==> config.mk <==
export PLATFORM = sky130hd
export DESIGN_NAME = s_curve_flat_segment_detector
export DESIGN_NICKNAME = d
export VERILOG_FILES = /design/src/design/sfd_pkg.sv /design/src/design/sfd_fifo.sv /design/src/design/sfd_axis.sv /design/src/design/sfd_front.sv /design/src/design/sfd_back.sv /design/src/design/s_curve_flat_segment_detector.sv
export SDC_FILE = /design/constraint.sdc
export NUM_CORES = 2
export LEC_CHECK = 0
export BUFFER_PORTS_ARGS = -buffer_cell sky130_fd_sc_hd__buf_2
export CAP_MARGIN = 5
export CORE_MARGIN = 10
export CORE_UTILIZATION = 64
export CTS_BUF_LIST = sky130_fd_sc_hd__clkbuf_16
export DETAILED_ROUTE_END_ITERATION = 7
export HOLD_SLACK_MARGIN = 0.05
export PLACE_DENSITY = 0.82
export SYNTH_ARGS = -nofsm -noshare
export SYNTH_HDL_FRONTEND = slang
export SYNTH_SLANG_ARGS = --single-unit
==> constraint.sdc <==
create_clock -name clock -period 16.24 [get_ports clock]
set_input_delay 1.624 -clock clock [delete_from_list [all_inputs] [get_ports clock]]
set_output_delay 1.624 -clock clock [all_outputs]
set_load 0.02 [all_outputs]
==> src/design/sfd_pkg.sv <==
// types, constants and helper functions shared by the flat segment detector
package sfd_pkg;

   localparam int COORD_W    = 24;
   localparam int DIFF_W     = COORD_W + 1;
   localparam int PCT_W      = 10;
   localparam int PROD_W     = 35;
   localparam int CSR_IDX_W  = 2;
   localparam int CSR_DATA_W = 10;

   // register indexes on the csr port
   localparam logic [CSR_IDX_W-1:0] CSR_TANGENT = 2'd0;
   localparam logic [CSR_IDX_W-1:0] CSR_EDIT    = 2'd1;
   localparam logic [CSR_IDX_W-1:0] CSR_MULTI   = 2'd2;

   // item mode codes
   localparam logic MODE_BEGIN = 1'b0;
   localparam logic MODE_POINT = 1'b1;

   localparam logic [PCT_W-1:0]  TANGENT_RESET = 10'd100;
   localparam logic [6:0]        PCT_SCALE     = 7'd100;
   // 8.0 and 10.0 in 8-bit fraction fixed point
   localparam logic [DIFF_W-1:0] NEAR_DELTA    = 25'd2048;
   localparam logic [DIFF_W-1:0] SPAN_DELTA    = 25'd2560;

   typedef logic signed [COORD_W-1:0] coord_type;

   typedef enum logic [1:0] {
      DIR_START = 2'd0,
      DIR_UP    = 2'd1,
      DIR_DOWN  = 2'd2
   } dir_type;

   typedef struct packed {
      logic      mode;
      coord_type px;
      coord_type py;
      coord_type end_x;
      coord_type end_y;
   } req_type;

   typedef struct packed {
      logic      h_found;
      coord_type h_from;
      coord_type h_to;
      coord_type h_level;
      logic      v_found;
      coord_type v_from;
      coord_type v_to;
      coord_type v_level;
      logic      conflict;
   } rsp_type;

   typedef struct packed {
      logic [PCT_W-1:0] tangent_pct;
      logic             edit_enable;
      logic             multi_master;
   } cfg_type;

   // tracker state, coordinates given along and across the tracked axis
   typedef struct packed {
      dir_type   dir;
      dir_type   first;
      logic      flat;
      logic      done;
      coord_type start_a;
      coord_type start_o;
      coord_type end_a;
      coord_type end_o;
   } axis_state_type;

   typedef struct packed {
      logic done_now;
      logic found;
      logic backward;
   } axis_event_type;

   // classified item between front and back
   typedef struct packed {
      logic      h_found;
      logic      v_found;
      logic      conflict;
      coord_type h_run_x;
      coord_type h_run_y;
      coord_type v_run_x;
      coord_type v_run_y;
      coord_type end_x;
      coord_type end_y;
   } mid_type;

   localparam axis_state_type AXIS_RESET = '{
      dir: DIR_START, first: DIR_START, flat: 1'b0, done: 1'b0,
      start_a: '0, start_o: '0, end_a: '0, end_o: '0
   };

   function automatic logic signed [DIFF_W-1:0] signed_diff(input coord_type a,
                                                            input coord_type b);
      return {a[COORD_W-1], a} - {b[COORD_W-1], b};
   endfunction

   function automatic logic [DIFF_W-1:0] abs_diff(input coord_type a, input coord_type b);
      logic signed [DIFF_W-1:0] d;
      d = signed_diff(a, b);
      return d[DIFF_W-1] ? $unsigned(-d) : $unsigned(d);
   endfunction

   // (a + b) / 2 with truncation toward zero
   function automatic coord_type mid_level(input coord_type a, input coord_type b);
      logic signed [DIFF_W-1:0] s;
      s = {a[COORD_W-1], a} + {b[COORD_W-1], b};
      s = s + DIFF_W'(s[DIFF_W-1]);
      return s[DIFF_W-1:1];
   endfunction

endpackage

==> src/design/sfd_fifo.sv <==
// small register queue with full and empty flags
module sfd_fifo #(
   parameter int WIDTH = 8,
   parameter int DEPTH = 2
) (
   input  logic             clock,
   input  logic             reset,
   input  logic             push,
   input  logic [WIDTH-1:0] wdata,
   output logic             full,
   input  logic             pop,
   output logic [WIDTH-1:0] rdata,
   output logic             empty
);

   localparam int PTR_W = (DEPTH > 1) ? $clog2(DEPTH) : 1;
   localparam int CNT_W = $clog2(DEPTH + 1);
   localparam logic [PTR_W-1:0] LAST_PTR = PTR_W'(DEPTH - 1);

   logic [WIDTH-1:0] mem_ff [DEPTH];
   logic [PTR_W-1:0] wr_ptr_ff, wr_ptr_in;
   logic [PTR_W-1:0] rd_ptr_ff, rd_ptr_in;
   logic [CNT_W-1:0] count_ff, count_in;
   logic             do_push, do_pop;

   assign full    = (count_ff == CNT_W'(DEPTH));
   assign empty   = (count_ff == '0);
   assign do_push = push & ~full;
   assign do_pop  = pop & ~empty;
   assign rdata   = mem_ff[rd_ptr_ff];

   always_comb begin
      wr_ptr_in = wr_ptr_ff;
      rd_ptr_in = rd_ptr_ff;
      count_in  = count_ff;
      if (do_push) begin
         wr_ptr_in = (wr_ptr_ff == LAST_PTR) ? '0 : wr_ptr_ff + 1'b1;
      end
      if (do_pop) begin
         rd_ptr_in = (rd_ptr_ff == LAST_PTR) ? '0 : rd_ptr_ff + 1'b1;
      end
      unique case ({do_push, do_pop})
         2'b10:   count_in = count_ff + 1'b1;
         2'b01:   count_in = count_ff - 1'b1;
         default: count_in = count_ff;
      endcase
   end

   always_ff @(posedge clock) begin
      if (reset) begin
         wr_ptr_ff <= '0;
         rd_ptr_ff <= '0;
         count_ff  <= '0;
      end else begin
         wr_ptr_ff <= wr_ptr_in;
         rd_ptr_ff <= rd_ptr_in;
         count_ff  <= count_in;
      end
   end

   always_ff @(posedge clock) begin
      if (do_push) begin
         mem_ff[wr_ptr_ff] <= wdata;
      end
   end

endmodule

==> src/design/sfd_axis.sv <==
// direction and flat-run tracker for one axis, with the segment judgement
module sfd_axis (
   input  sfd_pkg::axis_state_type     state_in,
   input  sfd_pkg::coord_type          cur_a,
   input  sfd_pkg::coord_type          cur_o,
   input  sfd_pkg::coord_type          prev_a,
   input  sfd_pkg::coord_type          prev_o,
   input  sfd_pkg::coord_type          curve_start_a,
   input  sfd_pkg::coord_type          curve_end_a,
   input  logic [sfd_pkg::PCT_W-1:0]   tangent_pct,
   output sfd_pkg::axis_state_type     state_out,
   output sfd_pkg::axis_event_type     evt
);
   import sfd_pkg::*;

   logic [DIFF_W-1:0] mag_n, mag_d;
   logic [PROD_W-1:0] lhs, rhs;
   dir_type           want;
   axis_state_type    turned;
   logic              done_now;
   logic              near_ends, backward, span_ok;

   assign mag_n = abs_diff(cur_a, prev_a);
   assign mag_d = abs_diff(cur_o, prev_o);
   assign lhs   = PROD_W'(mag_n) * PROD_W'(PCT_SCALE);
   assign rhs   = PROD_W'(mag_d) * PROD_W'(tangent_pct);

   always_comb begin
      priority if (cur_a > prev_a) begin
         want = DIR_UP;
      end else if (cur_a < prev_a) begin
         want = DIR_DOWN;
      end else begin
         want = DIR_START;
      end
   end

   // direction change first
   always_comb begin
      turned = state_in;
      if (want != DIR_START && state_in.dir != want) begin
         if (state_in.dir == DIR_START) begin
            turned.dir   = want;
            turned.first = want;
         end else begin
            if (state_in.first == want) begin
               turned.end_a = prev_a;
               turned.end_o = prev_o;
            end else if (!state_in.flat) begin
               turned.start_a = prev_a;
               turned.start_o = prev_o;
               turned.flat    = 1'b1;
            end
            turned.dir = want;
         end
      end
   end

   // then the slope test opens or closes the run
   always_comb begin
      state_out = turned;
      done_now  = 1'b0;
      if (!turned.flat) begin
         if (lhs < rhs) begin
            state_out.flat    = 1'b1;
            state_out.start_a = prev_a;
            state_out.start_o = prev_o;
         end
      end else if (turned.dir == turned.first && lhs > rhs) begin
         state_out.end_a = prev_a;
         state_out.end_o = prev_o;
         state_out.done  = 1'b1;
         done_now        = 1'b1;
      end
   end

   // a run can only close if it was already open, so its start is the
   // one after the direction step and its end is the previous point
   assign near_ends = (abs_diff(turned.start_a, curve_start_a) <= NEAR_DELTA) ||
                      (abs_diff(curve_end_a, prev_a) <= NEAR_DELTA);
   assign backward  = (turned.first == DIR_UP &&
                       signed_diff(turned.start_a, prev_a) > $signed(NEAR_DELTA)) ||
                      (turned.first == DIR_DOWN &&
                       signed_diff(prev_a, turned.start_a) > $signed(NEAR_DELTA));
   assign span_ok   = abs_diff(turned.start_o, prev_o) > SPAN_DELTA;

   assign evt.done_now = done_now;
   assign evt.backward = done_now & ~near_ends & backward;
   assign evt.found    = done_now & ~near_ends & ~backward & span_ok;

endmodule

==> src/design/sfd_front.sv <==
// front end: accepts items, runs both trackers and classifies the result
module sfd_front (
   input  logic             clock,
   input  logic             reset,
   input  logic             req_push,
   output logic             req_full,
   input  sfd_pkg::req_type req_data,
   input  sfd_pkg::cfg_type cfg,
   input  logic             mid_full,
   output logic             mid_push,
   output sfd_pkg::mid_type mid_data
);
   import sfd_pkg::*;

   axis_state_type y_st_ff, y_st_in, y_next;
   axis_state_type x_st_ff, x_st_in, x_next;
   axis_event_type y_evt, x_evt;
   coord_type      cs_x_ff, cs_x_in, cs_y_ff, cs_y_in;
   coord_type      ce_x_ff, ce_x_in, ce_y_ff, ce_y_in;
   coord_type      prev_x_ff, prev_x_in, prev_y_ff, prev_y_in;
   logic           accept, point;
   logic           y_run, x_run, y_stop, x_stop;

   sfd_axis u_axis_y (
      .state_in      (y_st_ff),
      .cur_a         (req_data.py),
      .cur_o         (req_data.px),
      .prev_a        (prev_y_ff),
      .prev_o        (prev_x_ff),
      .curve_start_a (cs_y_ff),
      .curve_end_a   (ce_y_ff),
      .tangent_pct   (cfg.tangent_pct),
      .state_out     (y_next),
      .evt           (y_evt)
   );

   sfd_axis u_axis_x (
      .state_in      (x_st_ff),
      .cur_a         (req_data.px),
      .cur_o         (req_data.py),
      .prev_a        (prev_x_ff),
      .prev_o        (prev_y_ff),
      .curve_start_a (cs_x_ff),
      .curve_end_a   (ce_x_ff),
      .tangent_pct   (cfg.tangent_pct),
      .state_out     (x_next),
      .evt           (x_evt)
   );

   assign req_full = mid_full;
   assign accept   = req_push & ~mid_full;
   assign point    = (req_data.mode == MODE_POINT);

   // a backward run on y keeps the x tracker from running
   assign y_run  = point & ~y_st_ff.done;
   assign y_stop = y_run & y_evt.backward;
   assign x_run  = point & ~y_stop & ~x_st_ff.done;
   assign x_stop = x_run & x_evt.backward;

   always_comb begin
      y_st_in   = y_st_ff;
      x_st_in   = x_st_ff;
      cs_x_in   = cs_x_ff;
      cs_y_in   = cs_y_ff;
      ce_x_in   = ce_x_ff;
      ce_y_in   = ce_y_ff;
      prev_x_in = prev_x_ff;
      prev_y_in = prev_y_ff;
      if (accept) begin
         if (!point) begin
            y_st_in.dir   = DIR_START;
            y_st_in.first = DIR_START;
            y_st_in.flat  = 1'b0;
            y_st_in.done  = 1'b0;
            x_st_in.dir   = DIR_START;
            x_st_in.first = DIR_START;
            x_st_in.flat  = 1'b0;
            x_st_in.done  = 1'b0;
            cs_x_in       = req_data.px;
            cs_y_in       = req_data.py;
            ce_x_in       = req_data.end_x;
            ce_y_in       = req_data.end_y;
            prev_x_in     = req_data.px;
            prev_y_in     = req_data.py;
         end else begin
            if (y_run) begin
               y_st_in = y_next;
            end
            if (x_run) begin
               x_st_in = x_next;
            end
            if (!(y_stop || x_stop)) begin
               prev_x_in = req_data.px;
               prev_y_in = req_data.py;
            end
         end
      end
   end

   always_ff @(posedge clock) begin
      if (reset) begin
         y_st_ff   <= AXIS_RESET;
         x_st_ff   <= AXIS_RESET;
         cs_x_ff   <= '0;
         cs_y_ff   <= '0;
         ce_x_ff   <= '0;
         ce_y_ff   <= '0;
         prev_x_ff <= '0;
         prev_y_ff <= '0;
      end else begin
         y_st_ff   <= y_st_in;
         x_st_ff   <= x_st_in;
         cs_x_ff   <= cs_x_in;
         cs_y_ff   <= cs_y_in;
         ce_x_ff   <= ce_x_in;
         ce_y_ff   <= ce_y_in;
         prev_x_ff <= prev_x_in;
         prev_y_ff <= prev_y_in;
      end
   end

   assign mid_push          = accept;
   assign mid_data.h_found  = y_run & y_evt.found;
   assign mid_data.v_found  = x_run & x_evt.found;
   assign mid_data.conflict = (y_stop | x_stop) & cfg.edit_enable & ~cfg.multi_master;
   // y tracker keeps y along, x across; x tracker the other way round
   assign mid_data.h_run_x  = y_next.start_o;
   assign mid_data.h_run_y  = y_next.start_a;
   assign mid_data.v_run_x  = x_next.start_a;
   assign mid_data.v_run_y  = x_next.start_o;
   assign mid_data.end_x    = prev_x_ff;
   assign mid_data.end_y    = prev_y_ff;

endmodule

==> src/design/sfd_back.sv <==
// back end: turns classified items into result transactions
module sfd_back (
   input  logic             mid_empty,
   input  sfd_pkg::mid_type mid_data,
   output logic             mid_pop,
   input  logic             multi_master,
   input  logic             rsp_full,
   output logic             rsp_push,
   output sfd_pkg::rsp_type rsp_wdata
);
   import sfd_pkg::*;

   assign mid_pop  = ~mid_empty & ~rsp_full;
   assign rsp_push = mid_pop;

   always_comb begin
      rsp_wdata          = '0;
      rsp_wdata.conflict = mid_data.conflict;
      if (mid_data.h_found) begin
         rsp_wdata.h_found = 1'b1;
         rsp_wdata.h_level = mid_level(mid_data.h_run_y, mid_data.end_y);
         if (!multi_master) begin
            rsp_wdata.h_from = mid_data.h_run_x;
            rsp_wdata.h_to   = mid_data.end_x;
         end
      end
      if (mid_data.v_found) begin
         rsp_wdata.v_found = 1'b1;
         rsp_wdata.v_level = mid_level(mid_data.v_run_x, mid_data.end_x);
         if (!multi_master) begin
            rsp_wdata.v_from = mid_data.v_run_y;
            rsp_wdata.v_to   = mid_data.end_y;
         end
      end
   end

endmodule

==> src/design/s_curve_flat_segment_detector.sv <==
// top level of the flat segment detector for flattened s-shaped curves
//
// usage
//  - req side looks like a queue: drive req_data and raise req_push; the
//    transaction is taken at a clock edge where req_full is low. mode 0
//    begins a curve (start and end point), mode 1 is a flattened point
//  - rsp side looks like a queue: while rsp_empty is low the oldest result
//    sits on rsp_data; pulse rsp_pop to take it. every item gives one result
//  - csr side: csr_index / csr_wdata written when csr_valid is high, ready
//    is always high. write only while the block is idle
//  - throughput: one item per cycle while the classify queue has room. the
//    trackers update their state in the same cycle an item is taken, so the next point follows at once
//  - a taken item's result goes into the classify queue at the edge that
//    takes the item; the back end moves it into the result queue, where it
//    shows on rsp_data, once the result queue has room
//  - a stalled receiver fills the result queue and then the classify queue;
//    req_full rises when the classify queue is full, nothing is dropped
//  - reset (synchronous, active high) empties both queues, clears the
//    trackers, endpoints and previous point, and loads register defaults
//    (tangent 100 percent, edit and multi-master off)
module s_curve_flat_segment_detector #(
   parameter int MID_DEPTH = 4,
   parameter int RSP_DEPTH = 2
) (
   input  logic                              clock,
   input  logic                              reset,
   input  logic                              req_push,
   output logic                              req_full,
   input  sfd_pkg::req_type                  req_data,
   input  logic                              rsp_pop,
   output logic                              rsp_empty,
   output sfd_pkg::rsp_type                  rsp_data,
   input  logic                              csr_valid,
   output logic                              csr_ready,
   input  logic [sfd_pkg::CSR_IDX_W-1:0]     csr_index,
   input  logic [sfd_pkg::CSR_DATA_W-1:0]    csr_wdata
);
   import sfd_pkg::*;

   cfg_type cfg_ff, cfg_in;
   logic    mid_push, mid_full, mid_pop, mid_empty;
   mid_type mid_wdata, mid_rdata;
   logic    rsp_push, rsp_full;
   rsp_type rsp_wdata;

   // configuration registers, writes are never stalled
   assign csr_ready = 1'b1;

   always_comb begin
      cfg_in = cfg_ff;
      if (csr_valid) begin
         unique case (csr_index)
            CSR_TANGENT: cfg_in.tangent_pct  = csr_wdata[PCT_W-1:0];
            CSR_EDIT:    cfg_in.edit_enable  = csr_wdata[0];
            CSR_MULTI:   cfg_in.multi_master = csr_wdata[0];
            default:     cfg_in = cfg_ff;
         endcase
      end
   end

   always_ff @(posedge clock) begin
      if (reset) begin
         cfg_ff.tangent_pct  <= TANGENT_RESET;
         cfg_ff.edit_enable  <= 1'b0;
         cfg_ff.multi_master <= 1'b0;
      end else begin
         cfg_ff <= cfg_in;
      end
   end

   // front: trackers and classification
   sfd_front u_front (
      .clock    (clock),
      .reset    (reset),
      .req_push (req_push),
      .req_full (req_full),
      .req_data (req_data),
      .cfg      (cfg_ff),
      .mid_full (mid_full),
      .mid_push (mid_push),
      .mid_data (mid_wdata)
   );

   // queue between front and back
   sfd_fifo #(
      .WIDTH ($bits(mid_type)),
      .DEPTH (MID_DEPTH)
   ) u_mid_fifo (
      .clock (clock),
      .reset (reset),
      .push  (mid_push),
      .wdata (mid_wdata),
      .full  (mid_full),
      .pop   (mid_pop),
      .rdata (mid_rdata),
      .empty (mid_empty)
   );

   // back: segment span and level formatting
   sfd_back u_back (
      .mid_empty    (mid_empty),
      .mid_data     (mid_rdata),
      .mid_pop      (mid_pop),
      .multi_master (cfg_ff.multi_master),
      .rsp_full     (rsp_full),
      .rsp_push     (rsp_push),
      .rsp_wdata    (rsp_wdata)
   );

   // result queue, decouples the receiver from the back end
   sfd_fifo #(
      .WIDTH ($bits(rsp_type)),
      .DEPTH (RSP_DEPTH)
   ) u_rsp_fifo (
      .clock (clock),
      .reset (reset),
      .push  (rsp_push),
      .wdata (rsp_wdata),
      .full  (rsp_full),
      .pop   (rsp_pop),
      .rdata (rsp_data),
      .empty (rsp_empty)
   );

endmodule

# After elaboration in Yosys (flattened, before gate mapping)
# Memories as Yosys holds them, arrays and structs flattened. A register that Yosys moved wholly into a read port is not among the register bits.
# Index checks and enable logic that the tools add are counted.
[totals]
input_bits = 114
mem_count = 2
wordCells = 260
reg_bits = 371
rom_bits = 0
latch_bits = 0
mem_bits_rw = 882
[memory_table]
columns = ["memory", "depth", "word_bits", "read_ports", "rd_ports_with_merged_regs", "wr", "line", "source"]
rows = [
  ["u_mid_fifo.mem_ff", 4, 147, 1, 1, 1, "sfd_fifo.sv:20", "logic [WIDTH-1:0] mem_ff [DEPTH];"],
  ["u_rsp_fifo.mem_ff", 2, 147, 1, 1, 1, "sfd_fifo.sv:20", ""],
]
[classes]
n_shift = 0
reduce_logical = 33
mul = 4
addsub = 32
order_cmp = 18
mux = 76
bitwise_logic = 37
n_eq_ne = 27
div_mod_pow = 0
[op_table]
columns = ["op", "n"]
rows = [
  ["48-bit two-way mux", 16],
  ["96-bit two-way mux", 4],
  ["24-bit by 24-bit subtractor with 25-bit output", 12],
  ["102-bit two-way mux", 2],
  ["25-bit two-way mux", 8],
  ["25-bit negation", 8],
  ["73-bit two-way mux", 2],
  ["25-bit by 13-bit > comparator with 1-bit output (second input constant)", 4],
  ["25-bit by 12-bit less-or-equal comparator with 1-bit output (second input constant)", 4],
  ["24-bit two-way mux", 4],
  ["32-bit by 35-bit > comparator with 1-bit output", 2],
  ["32-bit by 35-bit less-than comparator with 1-bit output", 2],
  ["25-bit by 10-bit multiplier with 35-bit output", 2],
  ["25-bit by 5-bit multiplier with 30-bit output (second input constant)", 2],
  ["24-bit by 24-bit adder with 25-bit output", 2],
  ["25-bit by 1-bit adder with 25-bit output", 2],
  ["25-bit by 12-bit > comparator with 1-bit output (second input constant)", 2],
  ["24-bit > comparator", 2],
  ["24-bit less-than comparator", 2],
  ["1-bit two-way mux", 24],
  ["1-bit AND", 23],
  ["2-bit two-way mux", 10],
  ["2-bit == test (second input constant)", 8],
  ["2-bit AND reduction", 7],
  ["24 further kinds", 73],
]

# Depth between registers and ports, before layout
[logic_depth]
depth_word = 23
depth_mapped = 58
depth_no_buf = 54

# Hierarchy
# Synthesis repeated with hierarchy kept, for this count alone.
[hier_totals]
cells_unflattened = 10362
area_unflattened_um2 = 101572.4
[modules_own_cells]
columns = ["mod", "cells_each", "area_per_inst_um2", "instances"]
rows = [
  ["sfd_axis (u_front.u_axis_x)", 3284, 24483.5, 1],
  ["sfd_axis (u_front.u_axis_y)", 3203, 24445.9, 1],
  ["sfd_fifo (u_mid_fifo)", 822, 21844.7, 1],
  ["sfd_front", 1756, 14373.8, 1],
  ["sfd_fifo (u_rsp_fifo)", 483, 10787.8, 1],
  ["sfd_back", 760, 5096.1, 1],
  ["s_curve_flat_segment_detector", 54, 540.5, 1],
]

# Worst setup path before layout
# Ideal clock, no wire load.
[synth_timing]
path_type = "input to register"
start = "in req_data[72] (netlist bit)"
end = "mem u_mid_fifo.mem_ff[0][100] (netlist bit), data pin"
required_ns = 15.950
t_arrival_ns = 12.622
slack_ns = 3.329
path_stages = 54
setup_time_ns = 0.290
cell_sequence = "inv_1 > ha_1 > fa_1 > nor2b_1 > o21ai_0 > a21boi_0 > o21ai_0 > a21oi_1 > o21ai_0 > a21boi_0 > o21a_1 > o221ai_1 > nor3_1 > nand2_1 > o31ai_1 > xnor2_1 > clkbuf_1 > nand2_1 > [18 not listed] > o21a_1 > o21ai_0 > nand2b_1 > a21oi_1 > xor2_1 > ha_1 > and3_1 > nand3_1 > nor3_1 > nand2_1 > o211ai_1 > o2111ai_1 > or4_1 > nand2_1 > clkbuf_1 > clkbuf_1 > clkbuf_1 > a21oi_1"
[synth_rtl]
columns = ["element", "line", "source"]
rows = [
  ["start, declared", "s_curve_flat_segment_detector.sv:29", "input sfd_pkg::req_type req_data,"],
  ["end, declared", "sfd_fifo.sv:20", ""],
]

# Final worst setup path
[layout_timing]
start = "reg u_front.prev_x_ff[2]"
end = "reg u_front.prev_y_ff[18]"
[layout_via]
elab_chain_len = 19
elab_cells_between_ends = 61
classes_between = "add/sub (8); mul (2); order compare (8); eq/ne (6); mux (17); bitwise (10); reduce/logical (10)"
[layout_lines]
columns = ["element", "line", "source"]
rows = [
  ["start, declared", "sfd_front.sv:20", "coord_type prev_x_ff, prev_x_in, prev_y_ff, prev_y_in;"],
  ["start signal, assigned", "sfd_front.sv:117", "prev_x_ff <= prev_x_in;"],
  ["parallel branches: the longest is 16 deep, another holds 25-bit by 10-bit multiplier with 35-bit output", "--", ""],
  ["1-bit logical OR (*)", "sfd_front.sv:92", "if (!(y_stop || x_stop)) begin"],
  ["2-bit != test (no line) (*)", "--", ""],
  ["2-bit AND reduction (no line) (*)", "--", ""],
  ["end signal, assigned", "sfd_front.sv:118", "prev_y_ff <= prev_y_in;"],
  ["end, declared", "sfd_front.sv:20", ""],
]
# Every way passes the cells marked *.
# A chain may end at the register's enable or synchronous reset.

==> run summary <==
vias post-DR: 70900
number of H-tree levels: 3
category of the critical setup timing path: reg2reg
number of enable-type register cells in the synthesized netlist: 882
HPWL reported at the end of detailed placement: 190 mm
drt drc: 0
mapped cell area: 0.0899 sq mm
average via count per standard cell: 6.53
clock tree from TritonCTS: done
number of port buffers: 262
die width: 395 um
clk slew on worst S/H paths: 0.06 ns
root buffer cell: sky130_fd_sc_hd__clkbuf_16
clock insertion delay at the later pin of the skew report: 0.77 ns
Layout fillers: 10300
most frequent standard cell in the layout excluding fill and tap cells: sky130_fd_sc_hd__edfxtp_1
total detailed-routing wirelength: 262 mm
Syn. warnings: 0
detailed-router iteration count before antenna repair: 6
synthesized instance count: 8743
Cell variety after synth: 105
min setup slack post-route: 1.23 ns
worst-case hold slack: 0.454 ns
number of hold buffers added after CTS: 0
final cell utilization of the core: 0.695
starting DRC count in detailed routing: 8481
number of antenna violations at the first check in global routing: 14
worst max-slew margin expressed relative to the limit: 0.192
required time of the critical path: 16.88 ns
Layout Nets: 10100
buffers plus inverters on the worst setup path: 6
die height: 395 um
Clock Skew: 0.0539 ns
overall overflow remaining after global route: 0
synthesized netlist net count: 9981
result of the run: finished, final reports clean
number of top-level pins: 264
Max Root-Sink Buffers: 3
pre-CTS WS: 1.08 ns
initial core utilization: 0.644
category of the worst setup path launch point: flip-flop
pin count of the biggest net entering global routing: 102
Rows: 137
total routing usage reported by global routing: 0.326
Slew Limit Fails: 0
setup tns final: 0 ns
global-route wire length before repair: 403 mm
classification of the worst-slack hold path: reg2reg
number of buffers added by the clock tree synthesis step: 115
data arrival at the endpoint of the critical path: 15.65 ns
critical path's largest stage delay: 0.79 ns
Main synth FF type: sky130_fd_sc_hd__edfxtp_1
number of global-route vias before repair: 70100
CP delay by family, top: compound AO/OA/AOI/OAI gates
Final Cycle Share: 0.924
RSZ-0062 raised after global routing: false
Seq/Total Area, Yosys: 0.357
highest net fanout along the worst path: 25
kind of end point of the critical path: flip-flop
final hold vios: 0
relative area change from synthesis to final layout: 7.93%
number of nets still failing antenna checks after routing: 0
Num Clock Sinks: 1160
Setup Fix Bufs, Post-CTS: 0
mean instance size in the synthesized netlist: 10.3 sq um
slowest cell on the critical path: sky130_fd_sc_hd__dfxtp_1
area inside the core boundary: 0.140 sq mm
ratio of cells with drive above 1 in the final layout: 0.130
number of violations of the max-capacitance limit: 0
Max Freq: 0.0666 GHz
leading cell types in the layout, fill and taps excluded: sky130_fd_sc_hd__edfxtp_1, sky130_fd_sc_hd__nand2_1, sky130_fd_sc_hd__ha_1
post-CTS sizing: 0
fraction of registers with async set or reset after synthesis: 0
Final Wtd Congestion: 0.979
post-layout minimum cycle time: 15.01 ns
final-report setup violation count: 0
routed len/inst: 24.1 um
Yosys reg bits: 1160
Die ar.: 0.156 sq mm
actual transition at the worst max-transition pin: 1.21 ns
## area by class of cell
class / count / area [sq um] / area share
clock buffer: 115 / 2880 / 0.0297
inverter: 660 / 2480 / 0.0255
antenna: 4 / 10.0 / 0.000103
tap: 1876 / 2350 / 0.0242
clock inverter: 104 / 911 / 0.00939
timing repair buffer: 394 / 2360 / 0.0244
multi-input combinational: 6542 / 54000 / 0.556
sequential: 1160 / 32100 / 0.331
## per-layer routing
| metal | share of wire | GRT usage | vias up |
|---|---|---|---|
| met5 | 0.00039 | 0 | - |
| met4 | 0.046 | 0.132 | 14 |
| met3 | 0.10 | 0.0682 | 703 |
| met2 | 0.46 | 0.525 | 3721 |
| met1 | 0.39 | 0.429 | 34800 |
| li1 | - | - | 31700 |
## registers in the layout, summed over array words and instances (netlist names), 3 cells and up, named ones only
name and cells:
cfg_ff 12, u_front.ce_x_ff 24, u_front.ce_y_ff 24, u_front.cs_x_ff 24
u_front.cs_y_ff 24, u_front.prev_x_ff 24, u_front.prev_y_ff 24, u_front.x_st_ff 54
u_front.y_st_ff 54, u_mid_fifo.count_ff 3, u_mid_fifo.mem_ff 588, u_rsp_fifo.mem_ff 294
## cells by family after synthesis
family,synth area share
adders and majority gates,0.191
DFF,0.357
other,0.0000417
and+or+nand+nor,0.146
AOI/OAI and AO/OA,0.135
buffers and inverters,0.0445
muxes,0.0857
xor gates and xnor gates,0.0408
## cell usage after synthesis (63+ instances only)
| master | n | share of area |
|---|---|---|
| sky130_fd_sc_hd__edfxtp_1 | 882 | 0.29 |
| sky130_fd_sc_hd__nand2_1 | 836 | 0.035 |
| sky130_fd_sc_hd__ha_1 | 707 | 0.098 |
| sky130_fd_sc_hd__inv_1 | 658 | 0.027 |
| sky130_fd_sc_hd__a21oi_1 | 617 | 0.034 |
| sky130_fd_sc_hd__nor2_1 | 509 | 0.021 |
| sky130_fd_sc_hd__fa_1 | 417 | 0.093 |
| sky130_fd_sc_hd__clkbuf_1 | 328 | 0.014 |
| sky130_fd_sc_hd__mux2_2 | 294 | 0.037 |
| sky130_fd_sc_hd__o21ai_0 | 281 | 0.016 |
| sky130_fd_sc_hd__and2_1 | 280 | 0.019 |
| sky130_fd_sc_hd__dfxtp_1 | 278 | 0.062 |
| sky130_fd_sc_hd__xnor2_1 | 255 | 0.025 |
| sky130_fd_sc_hd__nor2b_1 | 197 | 0.014 |
| sky130_fd_sc_hd__a21o_1 | 164 | 0.014 |
| sky130_fd_sc_hd__xor2_1 | 164 | 0.016 |
| sky130_fd_sc_hd__nor3_1 | 154 | 0.0086 |
| sky130_fd_sc_hd__mux4_2 | 145 | 0.036 |
| sky130_fd_sc_hd__nand3_1 | 121 | 0.0067 |
| sky130_fd_sc_hd__mux2i_1 | 111 | 0.012 |
| sky130_fd_sc_hd__o21a_1 | 92 | 0.0077 |
| sky130_fd_sc_hd__nand2b_1 | 86 | 0.0060 |
| sky130_fd_sc_hd__a31oi_1 | 68 | 0.0047 |
| sky130_fd_sc_hd__nand4_1 | 63 | 0.0044 |
## metrics by stage
stage               std cells  cell area (sq um)
floorplan                8743              89900
global placement        10600              93200
detailed placement      10600              93200
CTS                     10900              97000
global route            10900              97000
finish                  10900              97000
## worst reg2reg max path: cells and delay by family, from the launching register on
kind | cells | cell delay, ns
AOI/OAI and AO/OA | 25 | 5.62
and+or+nand+nor | 13 | 2.87
DFF | 1 | 0.79
buffers and inverters | 6 | 1.17
adders and majority gates | 8 | 3.62
xor gates and xnor gates | 2 | 0.81
## worst paths after layout
kind / start / to / slack (ns) / depth (start not counted)
max: u_front.prev_x_ff[2] / u_front.prev_y_ff[18] / 1.23 / 54
min: cfg_ff[5] / cfg_ff[5] / 0.45 / 2
min reg2reg: cfg_ff[5] / cfg_ff[5] / 0.45 / 2
max reg2reg: u_front.prev_x_ff[2] / u_front.prev_y_ff[18] / 1.23 / 54
Power is left out: the tool's default activity adds up to more than one toggle a clock period on the data nets, which glitch-free logic cannot reach.
